--- config.mk ---
export PLATFORM = sky130hd
export DESIGN_NAME = signature_section_parser_core
export DESIGN_NICKNAME = d
export VERILOG_FILES = /design/src/hw/rtl/ssp_pkg.sv /design/src/hw/rtl/ssp_parser.sv /design/src/hw/rtl/signature_section_parser_core.sv
export SDC_FILE = /design/constraint.sdc
export NUM_CORES = 2
export LEC_CHECK = 0
export BUFFER_PORTS_ARGS = -buffer_cell sky130_fd_sc_hd__buf_2
export CORE_MARGIN = 5
export CORE_UTILIZATION = 60
export DETAILED_ROUTE_END_ITERATION = 12
export HOLD_SLACK_MARGIN = 0.15
export MAX_ROUTING_LAYER = met4
export PLACE_DENSITY = 0.77
export REMOVE_ABC_BUFFERS = 1
export SKIP_LAST_GASP = 1
export SYNTH_ARGS = -nofsm -noshare
export SYNTH_HDL_FRONTEND = slang
export SYNTH_HIERARCHICAL = 1
export SYNTH_SLANG_ARGS = --single-unit
--- constraint.sdc ---
create_clock -name clk_i -period 15.57 [get_ports clk_i]
set_input_delay 1.557 -clock clk_i [delete_from_list [all_inputs] [get_ports clk_i]]
set_output_delay 1.557 -clock clk_i [all_outputs]
set_load 0.01 [all_outputs]
--- src/hw/rtl/ssp_pkg.sv ---
// ----------------------------------------------------------------------------
// Signature section parser package
// Shared types, result codes and sizing constants of the signature section
// parser.
// ----------------------------------------------------------------------------
package ssp_pkg;

  // Default length of one signed hash in bytes.
  localparam int unsigned DIGEST_BYTES_DEF = 32;

  // Unchecked header bytes at the start of the file.
  localparam int unsigned HEADER_BYTES = 8;
  // Length of the section name "signature".
  localparam int unsigned NAME_LEN = 9;
  // Longest ULEB128 encoding of a 32-bit value.
  localparam int unsigned LEB_MAX_BYTES = 5;

  // File offsets saturate at this value.
  localparam logic [32:0] POS_MAX = 33'h1_FFFF_FFFF;

  // Output queue of result pairs.
  localparam int unsigned QUEUE_DEPTH = 4;
  localparam int unsigned QPTR_W = $clog2(QUEUE_DEPTH);
  localparam int unsigned QCNT_W = $clog2(QUEUE_DEPTH + 2);

  // Stream widths.
  localparam int unsigned IN_TDATA_W  = 8;
  localparam int unsigned OUT_TDATA_W = 144;
  localparam int unsigned OUT_TUSER_W = 4;

  // Result kinds.
  localparam logic [3:0] KIND_VERSION   = 4'd0;
  localparam logic [3:0] KIND_CONTENT   = 4'd1;
  localparam logic [3:0] KIND_HASH_FN   = 4'd2;
  localparam logic [3:0] KIND_HASH_BYTE = 4'd3;
  localparam logic [3:0] KIND_KEY_BYTE  = 4'd4;
  localparam logic [3:0] KIND_ALGORITHM = 4'd5;
  localparam logic [3:0] KIND_SIG_BYTE  = 4'd6;
  localparam logic [3:0] KIND_DONE      = 4'd7;
  localparam logic [3:0] KIND_ERROR     = 4'd8;

  // Error codes.
  localparam logic [3:0] ERR_NONE         = 4'd0;
  localparam logic [3:0] ERR_ENDED_EARLY  = 4'd1;
  localparam logic [3:0] ERR_NOT_CUSTOM   = 4'd2;
  localparam logic [3:0] ERR_BAD_LEB      = 4'd3;
  localparam logic [3:0] ERR_PAST_END     = 4'd4;
  localparam logic [3:0] ERR_WRONG_NAME   = 4'd5;
  localparam logic [3:0] ERR_VERSION      = 4'd6;
  localparam logic [3:0] ERR_CONTENT_TYPE = 4'd7;
  localparam logic [3:0] ERR_HASH_FN      = 4'd8;

  // One result word.
  typedef struct packed {
    logic [3:0]  kind;
    logic [7:0]  payload;
    logic [31:0] block_number;
    logic [31:0] entry_number;
    logic [31:0] byte_position;
    logic [3:0]  error_code;
    logic [32:0] content_offset;
    logic        final_res;
  } result_t;

  // Results of one input byte: none, one, or two in order.
  typedef struct packed {
    logic    push;
    logic    two;
    result_t first;
    result_t second;
  } pair_t;

endpackage

--- src/hw/rtl/ssp_parser.sv ---
// ----------------------------------------------------------------------------
// Signature section parse engine
// Walks the file one byte per valid cycle and produces the result words that
// the byte causes, at most two.
// ----------------------------------------------------------------------------
module ssp_parser #(
  parameter int unsigned DIGEST_BYTES = ssp_pkg::DIGEST_BYTES_DEF
) (
  input  logic          clk_i,
  input  logic          rst_ni,
  input  logic          in_valid_i,
  input  logic [7:0]    data_byte_i,
  input  logic          end_of_file_i,
  output ssp_pkg::pair_t emit_o
);
  import ssp_pkg::*;

  typedef enum logic [4:0] {
    PH_HDR, PH_ID, PH_SIZE, PH_NAMELEN, PH_NAME, PH_VER, PH_CT, PH_HF,
    PH_BLOCKS, PH_HCOUNT, PH_HASH, PH_SCOUNT, PH_KEYLEN, PH_KEY, PH_ALG,
    PH_SIGLEN, PH_SIG, PH_WAIT, PH_STOP
  } phase_e;

  phase_e      phase_q, phase_d;
  logic [32:0] pos_q, pos_d;
  logic [32:0] sec_end_q, sec_end_d;
  logic [31:0] leb_val_q, leb_val_d;
  logic [2:0]  leb_cnt_q, leb_cnt_d;
  logic [31:0] blocks_left_q, blocks_left_d;
  logic [31:0] entries_left_q, entries_left_d;
  logic [31:0] field_left_q, field_left_d;
  logic [31:0] byte_pos_q, byte_pos_d;
  logic [31:0] block_idx_q, block_idx_d;
  logic [31:0] entry_idx_q, entry_idx_d;
  logic [3:0]  name_idx_q, name_idx_d;
  logic        bad_ver_q, bad_ver_d;
  logic        bad_ct_q, bad_ct_d;

  logic [32:0] next_pos;
  logic [31:0] leb_part;
  logic [31:0] leb_full;
  logic [33:0] len_end;
  logic [33:0] digest_end;
  logic        len_past;
  logic        digest_past;
  logic [32:0] size_end;
  logic        at_end;
  logic        byte_past;
  logic        item_ok;
  result_t     item_res;
  logic        term_ok;
  result_t     term_res;

  // Expected characters of the section name.
  function automatic logic [7:0] name_char(logic [3:0] idx);
    logic [7:0] c;
    case (idx)
      4'd0:    c = 8'h73;
      4'd1:    c = 8'h69;
      4'd2:    c = 8'h67;
      4'd3:    c = 8'h6E;
      4'd4:    c = 8'h61;
      4'd5:    c = 8'h74;
      4'd6:    c = 8'h75;
      4'd7:    c = 8'h72;
      4'd8:    c = 8'h65;
      default: c = 8'h00;
    endcase
    return c;
  endfunction

  function automatic result_t data_result(logic [3:0] kind, logic [7:0] b,
                                          logic [31:0] blk, logic [31:0] ent,
                                          logic [31:0] bpos);
    result_t r;
    r                = '0;
    r.kind           = kind;
    r.payload        = b;
    r.block_number   = blk;
    r.entry_number   = ent;
    r.byte_position  = bpos;
    r.error_code     = ERR_NONE;
    return r;
  endfunction

  function automatic result_t error_result(logic [3:0] code);
    result_t r;
    r            = '0;
    r.kind       = KIND_ERROR;
    r.error_code = code;
    r.final_res  = 1'b1;
    return r;
  endfunction

  function automatic result_t done_result(logic [32:0] off);
    result_t r;
    r                = '0;
    r.kind           = KIND_DONE;
    r.error_code     = ERR_NONE;
    r.content_offset = off;
    r.final_res      = 1'b1;
    return r;
  endfunction

  // Offset after this byte, saturating.
  assign next_pos = (pos_q == POS_MAX) ? POS_MAX : pos_q + 33'd1;

  // Seven value bits of this ULEB128 byte at their place; bits above 31 drop.
  always_comb begin
    case (leb_cnt_q)
      3'd0:    leb_part = {25'd0, data_byte_i[6:0]};
      3'd1:    leb_part = {18'd0, data_byte_i[6:0], 7'd0};
      3'd2:    leb_part = {11'd0, data_byte_i[6:0], 14'd0};
      3'd3:    leb_part = {4'd0, data_byte_i[6:0], 21'd0};
      3'd4:    leb_part = {data_byte_i[3:0], 28'd0};
      default: leb_part = '0;
    endcase
  end
  assign leb_full = leb_val_q | leb_part;

  // Bounds against the section end.
  assign len_end     = {1'b0, next_pos} + {2'b00, leb_full};
  assign len_past    = len_end > {1'b0, sec_end_q};
  assign size_end    = (len_end > {1'b0, POS_MAX}) ? POS_MAX : len_end[32:0];
  assign digest_end  = {1'b0, next_pos} + 34'(DIGEST_BYTES);
  assign digest_past = digest_end > {1'b0, sec_end_q};
  assign at_end      = next_pos >= sec_end_q;
  assign byte_past   = pos_q >= sec_end_q;

  // Next state and results of the byte at the input.
  always_comb begin
    phase_d        = phase_q;
    pos_d          = pos_q;
    sec_end_d      = sec_end_q;
    leb_val_d      = leb_val_q;
    leb_cnt_d      = leb_cnt_q;
    blocks_left_d  = blocks_left_q;
    entries_left_d = entries_left_q;
    field_left_d   = field_left_q;
    byte_pos_d     = byte_pos_q;
    block_idx_d    = block_idx_q;
    entry_idx_d    = entry_idx_q;
    name_idx_d     = name_idx_q;
    bad_ver_d      = bad_ver_q;
    bad_ct_d       = bad_ct_q;
    item_ok        = 1'b0;
    item_res       = '0;
    term_ok        = 1'b0;
    term_res       = '0;

    if (in_valid_i && phase_q != PH_STOP) begin
      pos_d = next_pos;
      unique case (phase_q)
        PH_HDR: begin
          if (next_pos >= 33'(HEADER_BYTES)) phase_d = PH_ID;
        end
        PH_ID: begin
          if (data_byte_i != 8'h00) begin
            term_ok  = 1'b1;
            term_res = error_result(ERR_NOT_CUSTOM);
          end else begin
            phase_d = PH_SIZE;
          end
        end
        PH_SIZE, PH_NAMELEN, PH_BLOCKS, PH_HCOUNT, PH_SCOUNT, PH_KEYLEN,
        PH_SIGLEN: begin
          if (leb_cnt_q >= 3'(LEB_MAX_BYTES)) begin
            term_ok  = 1'b1;
            term_res = error_result(ERR_BAD_LEB);
          end else if (data_byte_i[7]) begin
            leb_val_d = leb_full;
            leb_cnt_d = leb_cnt_q + 3'd1;
          end else begin
            // Value complete; the accumulator is left clear for the next one.
            leb_val_d = '0;
            leb_cnt_d = '0;
            case (phase_q)
              PH_SIZE: begin
                sec_end_d = size_end;
                phase_d   = PH_NAMELEN;
              end
              PH_NAMELEN: begin
                if (len_past) begin
                  term_ok  = 1'b1;
                  term_res = error_result(ERR_PAST_END);
                end else if (leb_full != 32'(NAME_LEN)) begin
                  term_ok  = 1'b1;
                  term_res = error_result(ERR_WRONG_NAME);
                end else begin
                  name_idx_d = '0;
                  phase_d    = PH_NAME;
                end
              end
              PH_BLOCKS: begin
                blocks_left_d = leb_full;
                block_idx_d   = '0;
                if (leb_full != '0) begin
                  phase_d = PH_HCOUNT;
                end else if (at_end) begin
                  term_ok  = 1'b1;
                  term_res = done_result(sec_end_q);
                end else begin
                  phase_d = PH_WAIT;
                end
              end
              PH_HCOUNT: begin
                entries_left_d = leb_full;
                entry_idx_d    = '0;
                if (leb_full == '0) begin
                  phase_d = PH_SCOUNT;
                end else if (digest_past) begin
                  term_ok  = 1'b1;
                  term_res = error_result(ERR_PAST_END);
                end else begin
                  field_left_d = 32'(DIGEST_BYTES);
                  byte_pos_d   = '0;
                  phase_d      = PH_HASH;
                end
              end
              PH_SCOUNT: begin
                entries_left_d = leb_full;
                entry_idx_d    = '0;
                if (leb_full != '0) begin
                  phase_d = PH_KEYLEN;
                end else begin
                  // Block without signatures closes at once.
                  blocks_left_d = blocks_left_q - 32'd1;
                  block_idx_d   = block_idx_q + 32'd1;
                  if (blocks_left_q != 32'd1) begin
                    phase_d = PH_HCOUNT;
                  end else if (at_end) begin
                    term_ok  = 1'b1;
                    term_res = done_result(sec_end_q);
                  end else begin
                    phase_d = PH_WAIT;
                  end
                end
              end
              PH_KEYLEN, PH_SIGLEN: begin
                if (len_past) begin
                  term_ok  = 1'b1;
                  term_res = error_result(ERR_PAST_END);
                end else if (leb_full != '0) begin
                  field_left_d = leb_full;
                  byte_pos_d   = '0;
                  phase_d      = (phase_q == PH_KEYLEN) ? PH_KEY : PH_SIG;
                end else if (phase_q == PH_KEYLEN) begin
                  phase_d = PH_ALG;
                end else begin
                  // Empty signature ends the record.
                  entries_left_d = entries_left_q - 32'd1;
                  entry_idx_d    = entry_idx_q + 32'd1;
                  if (entries_left_q != 32'd1) begin
                    phase_d = PH_KEYLEN;
                  end else begin
                    blocks_left_d = blocks_left_q - 32'd1;
                    block_idx_d   = block_idx_q + 32'd1;
                    if (blocks_left_q != 32'd1) begin
                      phase_d = PH_HCOUNT;
                    end else if (at_end) begin
                      term_ok  = 1'b1;
                      term_res = done_result(sec_end_q);
                    end else begin
                      phase_d = PH_WAIT;
                    end
                  end
                end
              end
              default: begin
              end
            endcase
          end
        end
        PH_NAME: begin
          if (data_byte_i != name_char(name_idx_q)) begin
            term_ok  = 1'b1;
            term_res = error_result(ERR_WRONG_NAME);
          end else begin
            name_idx_d = name_idx_q + 4'd1;
            if (name_idx_q == 4'(NAME_LEN - 1)) phase_d = PH_VER;
          end
        end
        PH_VER, PH_CT: begin
          if (byte_past) begin
            term_ok  = 1'b1;
            term_res = error_result(ERR_PAST_END);
          end else if (phase_q == PH_VER) begin
            item_ok   = 1'b1;
            item_res  = data_result(KIND_VERSION, data_byte_i, '0, '0, '0);
            bad_ver_d = data_byte_i != 8'h01;
            phase_d   = PH_CT;
          end else begin
            item_ok  = 1'b1;
            item_res = data_result(KIND_CONTENT, data_byte_i, '0, '0, '0);
            bad_ct_d = data_byte_i != 8'h01;
            phase_d  = PH_HF;
          end
        end
        PH_HF: begin
          if (byte_past) begin
            term_ok  = 1'b1;
            term_res = error_result(ERR_PAST_END);
          end else begin
            item_ok  = 1'b1;
            item_res = data_result(KIND_HASH_FN, data_byte_i, '0, '0, '0);
            // The three header values are checked together, in order.
            if (bad_ver_q) begin
              term_ok  = 1'b1;
              term_res = error_result(ERR_VERSION);
            end else if (bad_ct_q) begin
              term_ok  = 1'b1;
              term_res = error_result(ERR_CONTENT_TYPE);
            end else if (data_byte_i != 8'h01) begin
              term_ok  = 1'b1;
              term_res = error_result(ERR_HASH_FN);
            end else begin
              phase_d = PH_BLOCKS;
            end
          end
        end
        PH_HASH: begin
          item_ok      = 1'b1;
          item_res     = data_result(KIND_HASH_BYTE, data_byte_i, block_idx_q,
                                     entry_idx_q, byte_pos_q);
          field_left_d = field_left_q - 32'd1;
          byte_pos_d   = byte_pos_q + 32'd1;
          if (field_left_q == 32'd1) begin
            entries_left_d = entries_left_q - 32'd1;
            entry_idx_d    = entry_idx_q + 32'd1;
            if (entries_left_q == 32'd1) begin
              phase_d = PH_SCOUNT;
            end else if (digest_past) begin
              term_ok  = 1'b1;
              term_res = error_result(ERR_PAST_END);
            end else begin
              field_left_d = 32'(DIGEST_BYTES);
              byte_pos_d   = '0;
            end
          end
        end
        PH_KEY: begin
          item_ok      = 1'b1;
          item_res     = data_result(KIND_KEY_BYTE, data_byte_i, block_idx_q,
                                     entry_idx_q, byte_pos_q);
          field_left_d = field_left_q - 32'd1;
          byte_pos_d   = byte_pos_q + 32'd1;
          if (field_left_q == 32'd1) phase_d = PH_ALG;
        end
        PH_ALG: begin
          if (byte_past) begin
            term_ok  = 1'b1;
            term_res = error_result(ERR_PAST_END);
          end else begin
            item_ok  = 1'b1;
            item_res = data_result(KIND_ALGORITHM, data_byte_i, block_idx_q,
                                   entry_idx_q, '0);
            phase_d  = PH_SIGLEN;
          end
        end
        PH_SIG: begin
          item_ok      = 1'b1;
          item_res     = data_result(KIND_SIG_BYTE, data_byte_i, block_idx_q,
                                     entry_idx_q, byte_pos_q);
          field_left_d = field_left_q - 32'd1;
          byte_pos_d   = byte_pos_q + 32'd1;
          if (field_left_q == 32'd1) begin
            // Last signature byte ends the record.
            entries_left_d = entries_left_q - 32'd1;
            entry_idx_d    = entry_idx_q + 32'd1;
            if (entries_left_q != 32'd1) begin
              phase_d = PH_KEYLEN;
            end else begin
              blocks_left_d = blocks_left_q - 32'd1;
              block_idx_d   = block_idx_q + 32'd1;
              if (blocks_left_q != 32'd1) begin
                phase_d = PH_HCOUNT;
              end else if (at_end) begin
                term_ok  = 1'b1;
                term_res = done_result(sec_end_q);
              end else begin
                phase_d = PH_WAIT;
              end
            end
          end
        end
        PH_WAIT: begin
          if (at_end) begin
            term_ok  = 1'b1;
            term_res = done_result(sec_end_q);
          end
        end
        default: begin
        end
      endcase
      if (term_ok) phase_d = PH_STOP;
    end

    // The last file byte ends any open parse and restarts the engine.
    if (in_valid_i && end_of_file_i) begin
      if (phase_q != PH_STOP && !term_ok) begin
        term_ok  = 1'b1;
        term_res = error_result(ERR_ENDED_EARLY);
      end
      phase_d        = PH_HDR;
      pos_d          = '0;
      sec_end_d      = '0;
      leb_val_d      = '0;
      leb_cnt_d      = '0;
      blocks_left_d  = '0;
      entries_left_d = '0;
      field_left_d   = '0;
      byte_pos_d     = '0;
      block_idx_d    = '0;
      entry_idx_d    = '0;
      name_idx_d     = '0;
      bad_ver_d      = 1'b0;
      bad_ct_d       = 1'b0;
    end
  end

  // Order the results: a data word always comes before a final word.
  always_comb begin
    emit_o.push   = item_ok | term_ok;
    emit_o.two    = item_ok & term_ok;
    emit_o.first  = item_ok ? item_res : term_res;
    emit_o.second = term_res;
  end

  // Parse state.
  always_ff @(posedge clk_i or negedge rst_ni) begin
    if (!rst_ni) begin
      phase_q        <= PH_HDR;
      pos_q          <= '0;
      sec_end_q      <= '0;
      leb_val_q      <= '0;
      leb_cnt_q      <= '0;
      blocks_left_q  <= '0;
      entries_left_q <= '0;
      field_left_q   <= '0;
      byte_pos_q     <= '0;
      block_idx_q    <= '0;
      entry_idx_q    <= '0;
      name_idx_q     <= '0;
      bad_ver_q      <= 1'b0;
      bad_ct_q       <= 1'b0;
    end else begin
      phase_q        <= phase_d;
      pos_q          <= pos_d;
      sec_end_q      <= sec_end_d;
      leb_val_q      <= leb_val_d;
      leb_cnt_q      <= leb_cnt_d;
      blocks_left_q  <= blocks_left_d;
      entries_left_q <= entries_left_d;
      field_left_q   <= field_left_d;
      byte_pos_q     <= byte_pos_d;
      block_idx_q    <= block_idx_d;
      entry_idx_q    <= entry_idx_d;
      name_idx_q     <= name_idx_d;
      bad_ver_q      <= bad_ver_d;
      bad_ct_q       <= bad_ct_d;
    end
  end

  // A pair of words always ends the parse with its second word.
  a_pair_ends_parse: assert property (@(posedge clk_i) disable iff (!rst_ni)
    (emit_o.push && emit_o.two) |-> emit_o.second.final_res)
    else $error("second word of a pair is not final");

  // A final word is never followed by another word of the same byte.
  a_final_is_last: assert property (@(posedge clk_i) disable iff (!rst_ni)
    (emit_o.push && emit_o.first.final_res) |-> !emit_o.two)
    else $error("word after a final word");

  // The last file byte returns the engine to the header skip.
  a_eof_restarts: assert property (@(posedge clk_i) disable iff (!rst_ni)
    (in_valid_i && end_of_file_i) |=> (phase_q == PH_HDR))
    else $error("engine did not restart after end of file");

endmodule

--- src/hw/rtl/signature_section_parser_core.sv ---
// ----------------------------------------------------------------------------
// Signature section parser core
// Streams the bytes of a module file and reports the fields of its signature
// custom section as tagged result words.
// ----------------------------------------------------------------------------
// One file byte is taken per cycle while s_axis_tready_o is high. A byte goes
// from the input register through the parse logic and its results, none,
// one or two, enter a four-entry queue of result pairs, from which they
// leave in order. A byte that causes two results sends them out one after
// the other, so input stalls only when the queue cannot take another pair,
// which the output side's tready and the number of two-result bytes decide.
module signature_section_parser_core #(
  parameter int unsigned DIGEST_BYTES = ssp_pkg::DIGEST_BYTES_DEF
) (
  input  logic                             clk_i,
  input  logic                             rst_ni,
  // Input stream.
  input  logic                             s_axis_tvalid_i,
  output logic                             s_axis_tready_o,
  input  logic [ssp_pkg::IN_TDATA_W-1:0]   s_axis_tdata_i,  // [7:0] data_byte
  input  logic                             s_axis_tlast_i,  // end_of_file
  // Result stream.
  output logic                             m_axis_tvalid_o,
  input  logic                             m_axis_tready_i,
  // [7:0] payload, [39:8] block_number, [71:40] entry_number,
  // [103:72] byte_position, [107:104] error_code, [140:108] content_offset,
  // [143:141] zero
  output logic [ssp_pkg::OUT_TDATA_W-1:0]  m_axis_tdata_o,
  output logic [ssp_pkg::OUT_TUSER_W-1:0]  m_axis_tuser_o,  // [3:0] kind
  output logic                             m_axis_tlast_o   // final_res
);
  import ssp_pkg::*;

  logic        in_valid_q;
  logic [7:0]  in_byte_q;
  logic        in_eof_q;
  logic        s_accept;

  pair_t       emit;

  pair_t              queue_mem [QUEUE_DEPTH];
  logic [QPTR_W-1:0]  wr_ptr_q;
  logic [QPTR_W-1:0]  rd_ptr_q;
  logic [QCNT_W-1:0]  count_q;
  logic               sel_q;
  logic               pop;
  logic               pop_entry;
  pair_t              head;
  result_t            out_res;

  // Room for the pair in flight and one more.
  assign s_axis_tready_o =
    (count_q + QCNT_W'(in_valid_q)) < QCNT_W'(QUEUE_DEPTH);
  assign s_accept = s_axis_tvalid_i & s_axis_tready_o;

  // Input register.
  always_ff @(posedge clk_i or negedge rst_ni) begin
    if (!rst_ni) begin
      in_valid_q <= 1'b0;
    end else begin
      in_valid_q <= s_accept;
    end
  end

  always_ff @(posedge clk_i) begin
    if (s_accept) begin
      in_byte_q <= s_axis_tdata_i[7:0];
      in_eof_q  <= s_axis_tlast_i;
    end
  end

  ssp_parser #(
    .DIGEST_BYTES (DIGEST_BYTES)
  ) u_parser (
    .clk_i         (clk_i),
    .rst_ni        (rst_ni),
    .in_valid_i    (in_valid_q),
    .data_byte_i   (in_byte_q),
    .end_of_file_i (in_eof_q),
    .emit_o        (emit)
  );

  // Result queue storage.
  always_ff @(posedge clk_i) begin
    if (emit.push) queue_mem[wr_ptr_q] <= emit;
  end

  // Head of the queue and the word selected from it.
  assign head      = queue_mem[rd_ptr_q];
  assign out_res   = sel_q ? head.second : head.first;
  assign pop       = m_axis_tvalid_o & m_axis_tready_i;
  assign pop_entry = pop & (sel_q | ~head.two);

  // Queue pointers and the word select within a pair.
  always_ff @(posedge clk_i or negedge rst_ni) begin
    if (!rst_ni) begin
      wr_ptr_q <= '0;
      rd_ptr_q <= '0;
      count_q  <= '0;
      sel_q    <= 1'b0;
    end else begin
      if (emit.push) wr_ptr_q <= wr_ptr_q + 1'b1;
      if (pop_entry) rd_ptr_q <= rd_ptr_q + 1'b1;
      if (pop) sel_q <= ~pop_entry;
      case ({emit.push, pop_entry})
        2'b10:   count_q <= count_q + 1'b1;
        2'b01:   count_q <= count_q - 1'b1;
        default: count_q <= count_q;
      endcase
    end
  end

  // Output packing.
  assign m_axis_tvalid_o = count_q != '0;
  assign m_axis_tdata_o  = {3'b000, out_res.content_offset, out_res.error_code,
                            out_res.byte_position, out_res.entry_number,
                            out_res.block_number, out_res.payload};
  assign m_axis_tuser_o  = out_res.kind;
  assign m_axis_tlast_o  = out_res.final_res;

  // The queue always has room for a pair when one arrives.
  a_no_overflow: assert property (@(posedge clk_i) disable iff (!rst_ni)
    emit.push |-> (count_q < QCNT_W'(QUEUE_DEPTH)))
    else $error("result queue overflow");

  // The second word is selected only while a pair is queued.
  a_sel_needs_entry: assert property (@(posedge clk_i) disable iff (!rst_ni)
    sel_q |-> (count_q != '0))
    else $error("word select set on an empty queue");

  // The second word is selected only on a two-word pair.
  a_sel_needs_pair: assert property (@(posedge clk_i) disable iff (!rst_ni)
    sel_q |-> head.two)
    else $error("second word selected on a single-word entry");

endmodule

-- Word-level counts from Yosys, hierarchy flattened
Memory sizes are Yosys's and may differ from the RTL's.
Index checks and enable logic that the tools add are counted.
- muxes and demuxes: 220
- equal/unequal tests: 76
- magnitude comparators: 8
- add/subtract/negate cells: 16
- reductions and logical operators: 39
- bitwise gates (word level): 9
- operators with widths (operator ; number):
    146-bit 2-to-1 mux ; 29
    32-bit 2-to-1 mux ; 63
    146-bit one-hot mux with 8 select lines ; 1
    146-bit one-hot mux with 6 select lines ; 1
    146-bit one-hot mux with 5 select lines ; 1
    32-bit one-hot mux with 2 select lines ; 8
    145-bit 2-to-1 mux ; 3
    32-bit one-hot mux with 3 select lines ; 4
    33-bit 2-to-1 mux ; 10
    5-bit 2-to-1 mux ; 32
    32-bit one-hot mux with 5 select lines ; 1
    144-bit 2-to-1 mux ; 1
    143-bit 2-to-1 mux ; 1
    32-bit by 1-bit adder with 32-bit output (second input constant) ; 3
    32-bit by 1-bit subtractor with 32-bit output (second input constant) ; 3
    34-bit by 33-bit greater-than comparator with 1-bit output ; 2
    33-bit greater-or-equal comparator ; 2
    32-bit by 1-bit equality test with 1-bit output (second input constant) ; 2
    32-bit by 1-bit inequality test with 1-bit output (second input constant) ; 2
    4-bit inequality test (second input constant) ; 15
    5-bit one-hot mux with 10 select lines ; 1
    1-bit 2-to-1 mux ; 43
    5-bit by 4-bit equality test with 1-bit output (second input constant) ; 8
    33-bit by 32-bit adder with 34-bit output ; 1
    71 further kinds ; 131
- register bits after elaboration: 322
- memories: 2
- RAM bits: 1176
- output and inout bits: 151
- memory bits (read-only): 112
- memories (name ; depth ; width ; read ports ; clocked after memory_dff ; write ports ; line ; source):
    queue_mem ; 4 ; 294 ; 1 ; 0 ; 1 ; signature_section_parser_core.sv:41 ; pair_t queue_mem [QUEUE_DEPTH];
    (name not given) ; 16 ; 7 ; 1 ; 0 ; 0 ; ssp_parser.sv:57 ; case (idx)

-- Depth between registers and ports, before layout
- depth after elaboration: 22
- depth in mapped cells: 38
- depth with buffers taken out: 35

-- Hierarchy
The synthesis kept the hierarchy.
- by module, submodules not included (module ; cells an instance ; area an instance (sq um) ; sequential area each (sq um) ; instances):
    signature_section_parser_core ; 2062 ; 45082.0 ; 35689.2 ; 1
    ssp_parser ; 3468 ; 26510.4 ; 7607.3 ; 1

-- Worst setup path after synthesis
Ideal clock, no wire load.
- path type: register to register
- from: reg u_parser.pos_q[15]
- to: mem queue_mem[0][0] (netlist bit) (enable)
- slack: 1.523 ns
- stages on the path, launching flop included: 31
- arrival time: 13.355 ns
- clock period less this slack: 14.047 ns
- data required time: 14.878 ns
- cells stage by stage: dfrtp_1 -> clkbuf_2 -> nand3_2 -> or3_1 -> buf_2 -> or4_1 -> buf_2 -> clkbuf_1 -> clkbuf_1 -> nand2_1 -> ha_1 -> a21o_1 -> a21o_1 -> a221o_1 -> a2bb2oi_1 -> o21a_1 -> o21ai_0 -> a2111oi_0 -> nor2_1 -> xor2_1 -> ha_1 -> a21o_1 -> a21oi_1 -> o211ai_1 -> o211a_1 -> o21ai_0 -> o211a_2 -> a2111oi_0 -> a211oi_2 -> a31oi_1 -> and2_1
- RTL lines (what ; line ; source):
    start, declared ; ssp_parser.sv:25 ; logic [32:0] pos_q, pos_d;
    start signal, assigned ; ssp_parser.sv:448 ; pos_q <= pos_d;
    end, declared ; signature_section_parser_core.sv:41 ;

==> flow_metrics.env <==
export IMPL_drt_iter0_drc=5280
export IMPL_vdd_ir_drop_max_mv=0.177
export IMPL_avgSynthCellArea_um2=12.9
export IMPL_synth_async_sr_flop_share_pct=21.0
export IMPL_ys_seq_area_share_pct=60.5
export IMPL_grt_ovfl_total=0
export IMPL_wl_mm=181
export IMPL_ys_seq_elements=1494
export IMPL_yosys_area_top_type="edfxtp_1"
export IMPL_final_period_utilization_pct=67.4
export IMPL_ios=164
export IMPL_syn_to_final_growth_pct=9.56
export IMPL_cts_buffer_depth=3
export IMPL_crit_type="flop to flop"
export IMPL_fin_skew_ns=0.0455
export IMPL_cts_resized=0
export IMPL_rsz0062_at_grt="no"
export IMPL_relSlewSlack_pct=17.2
export IMPL_dpl_cell_count=7005
export IMPL_ys_types=101
export IMPL_cts_tree="built"
export IMPL_worstSetupEndpointType="flop"
export IMPL_yosysWarningCount=6
export IMPL_grt_max_degree=144
export IMPL_power_density_nw_per_um2=178
export IMPL_dp_hpwl_mm=113
export IMPL_drive_gt1_share_pct=13.6
export IMPL_cts_made_buffers=153
export IMPL_grt_pass1_vias=46600
export IMPL_numPortBuffers=160
export IMPL_drt_first_pass_iters=8
export IMPL_status="completed"
export IMPL_setup_viol=0
export IMPL_cts_sinks=1494
export IMPL_ant_nets=0
export IMPL_synth_area_um2=71600
export IMPL_slew_violations=0
export IMPL_hold_viol=0
export IMPL_post_cts_buffers=0
export IMPL_grt_use_total_pct=29.3
export IMPL_routedWlPerCell_um=24.8
export IMPL_cts_root_buf="clkbuf_16"
export IMPL_final_instance_count_excl_fill=7288
export IMPL_dominantRegCellSynth="edfxtp_1"
export IMPL_start_util_pct=60.5
export IMPL_route_detailed_drc=0
export IMPL_cap_violations=0
export IMPL_fin_tns_setup_ns=0
export IMPL_htreeDepth=4
export IMPL_cts_hold_buffers=0
export IMPL_nNetsFinal=5824
export IMPL_grt_first_pass_wirelength_mm=279
export IMPL_postSynthCellCount=5530
export IMPL_worst_setup_path_start_kind="flop"
export IMPL_utilization_pct=66.3
export IMPL_cts_clk_slew_worst_paths_ns=0.06
export IMPL_insertion_delay_ns=0.79
export IMPL_die_w_um=355
export IMPL_synth_edf_count=1181
export IMPL_die_height_um=355
export IMPL_vias_per_cell=6.49
export IMPL_row_count=126
export IMPL_fp_dieArea_um2=126000
export IMPL_fmax_mhz=95.3
export IMPL_antenna_found_initial=4
export IMPL_power_leakage_uw=0.0301
export IMPL_arrival_ns=10.89
export IMPL_cp_max_fo=128
export IMPL_coreArea_um2=118000
export IMPL_gp_congestion=0.987
export IMPL_worst_slew_pin_slew_ns=1.24
export IMPL_required_ns=15.96
export IMPL_period_minus_slack_ns=10.50
export IMPL_netlist_top_cells_area="edfxtp_1 (50%), dfrtp_1 (11%), mux4_2 (7.7%), nand2_1 (3.8%), ha_1 (3.2%)"
export IMPL_via_count=47300
export IMPL_hold_path_class="flop to flop"
export IMPL_diodes=0
export IMPL_yosysTopAreaCellShare_pct=49.5
==> state kept, by name, indices dropped and copies added, names as in the netlist, 2 cells and up <==
| name | count |
|---|---|
| u_parser/blocks_left_q | 32 |
| u_parser/byte_pos_q | 32 |
| rd_ptr_q | 2 |
| u_parser/entry_idx_q | 32 |
| queue_mem | 1172 |
| u_parser/leb_cnt_q | 3 |
| u_parser/name_idx_q | 4 |
| in_byte_q | 8 |
| u_parser/pos_q | 33 |
| count_q | 3 |
| u_parser/sec_end_q | 33 |
| u_parser/leb_val_q | 32 |
| u_parser/phase_q | 5 |
| wr_ptr_q | 2 |
| u_parser/block_idx_q | 32 |
| u_parser/entries_left_q | 32 |
| u_parser/field_left_q | 32 |
==> metal layers <==
metal | vias to the layer above | global-route usage (%) | routed length (um)
met3 | 421 | 4.76 | 14000
met5 | - | - | 0
li1 | 21000 | - | -
met4 | 0 | 8.91 | 5650
met1 | 23800 | 39.9 | 73300
met2 | 2134 | 46.4 | 87900
==> metrics by stage <==
step           total power, uW  cell area, um^2  setup slack (ns)  hold WS, ns
2_1_floorplan             9120            69700              1.43        0.437
3_3_place_gp             10100            73300              5.40        0.459
3_5_place_dp             10200            73300              5.31        0.464
4_1_cts                  14000            78400              5.27        0.474
5_1_grt                  14600            78400              4.39        0.482
6_report                 13900            78400              5.07        0.474
==> kinds of logic (layout without fill, tap and decap cells) <==
family | Yosys count | count (layout) | synth area share, %
adder cells (fa/ha/maj) | 187 | 187 | 3.29
buffers and inverters | 543 | 659 | 3.88
AND/OR/NAND/NOR | 1746 | 1746 | 11.5
XOR/XNOR | 117 | 117 | 1.43
flip-flops | 1494 | 1494 | 60.5
AO/OA/AOI/OAI | 1134 | 1134 | 9.70
multiplexers | 307 | 307 | 9.67
other | 2 | 108 | 0.0105
==> placed cells by master (no fill, tap or decap), drive strengths merged, types with 10 or more instances in the layout <==
| master | netlist | final |
|---|---|---|
| a211oi | 34 | 34 |
| a21o | 57 | 57 |
| a21oi | 232 | 232 |
| a22o | 31 | 31 |
| a22oi | 10 | 10 |
| a31oi | 59 | 59 |
| and2 | 137 | 137 |
| and3 | 78 | 78 |
| and4 | 19 | 19 |
| buf | 216 | 238 |
| bufinv | 0 | 15 |
| clkbuf | 189 | 199 |
| clkinv | 3 | 54 |
| conb | 2 | 108 |
| dfrtp | 313 | 313 |
| edfxtp | 1181 | 1181 |
| ha | 185 | 185 |
| inv | 135 | 149 |
| mux2i | 11 | 11 |
| mux4 | 293 | 293 |
| nand2 | 717 | 717 |
| nand2b | 37 | 37 |
| nand3 | 117 | 117 |
| nand4 | 48 | 48 |
| nor2 | 308 | 308 |
| nor2b | 25 | 25 |
| nor3 | 104 | 104 |
| nor4 | 43 | 43 |
| o211ai | 39 | 39 |
| o21a | 17 | 17 |
| o21ai | 453 | 453 |
| o21bai | 12 | 12 |
| o22ai | 40 | 40 |
| o31ai | 43 | 43 |
| or2 | 15 | 15 |
| or3 | 50 | 50 |
| or4 | 21 | 21 |
| xnor2 | 76 | 76 |
| xor2 | 41 | 41 |
==> critical path, stage by stage, from the launching register on <==
cell and delay, ns:
dfrtp_1 0.61, nand4_1 0.52, or3_1 0.65, or4_1 0.54, buf_4 0.25, o21ai_0 0.29, ha_1 0.42, and4_1 0.25
a221o_1 0.33, a2bb2oi_1 0.29, o21a_1 0.22, o21ai_0 0.15, a2111oi_0 0.49, nor2_1 0.10, xor2_1 0.19, ha_1 0.31
a21o_1 0.11, a21oi_1 0.06, o211ai_1 0.22, a211oi_1 0.08, o21ai_0 0.08, o21ai_0 0.21, o211a_2 0.26, a2111oi_0 0.75
a211oi_2 0.22, a31oi_1 0.73, and2_4 0.94, buf_12 0.64
==> final cells by class <==
type,count,area [um^2]
Timing Repair Buffer,238,1530
Clock buffer,199,4200
Clock inverter,84,911
Tap cell,1536,1920
Multi-Input combinational cell,3599,26000
Inverter,138,523
Fill cell,8239,39800
Sequential cell,1494,43300
==> cells in the mapped netlist (76+ instances only) <==
cell and number:
nand2_1 717, nor2_1 308, a21oi_1 230, inv_1 135, ha_1 185, nor3_1 104
xnor2_1 76, and3_1 78, nand3_1 115, edfxtp_1 1181, mux4_2 245, buf_4 113
dfrtp_1 313, clkbuf_1 186, and2_1 135, o21ai_0 438
==> final timing paths <==
check / from / to / slack (ns) / cells after the start
min in group asynchronous: rst_ni / u_parser/sec_end_q[5] / 0.79 / 1
min: u_parser/byte_pos_q[31] / u_parser/byte_pos_q[31] / 0.47 / 1
max: u_parser/pos_q[9] / queue_mem[2][159] / 5.07 / 27
max in group asynchronous: rst_ni / rd_ptr_q[0] / 12.66 / 3
min reg2reg: u_parser/byte_pos_q[31] / u_parser/byte_pos_q[31] / 0.47 / 1
max reg2reg: u_parser/pos_q[9] / queue_mem[2][159] / 5.07 / 27
==> where the power goes <==
part           switching [uW]  internal, uW  leakage, uW
combinational            3190          1900       0.0123
clock                    1540          2170      0.00251
sequential                302          4840       0.0153
Power figures use the tool's default switching activity.
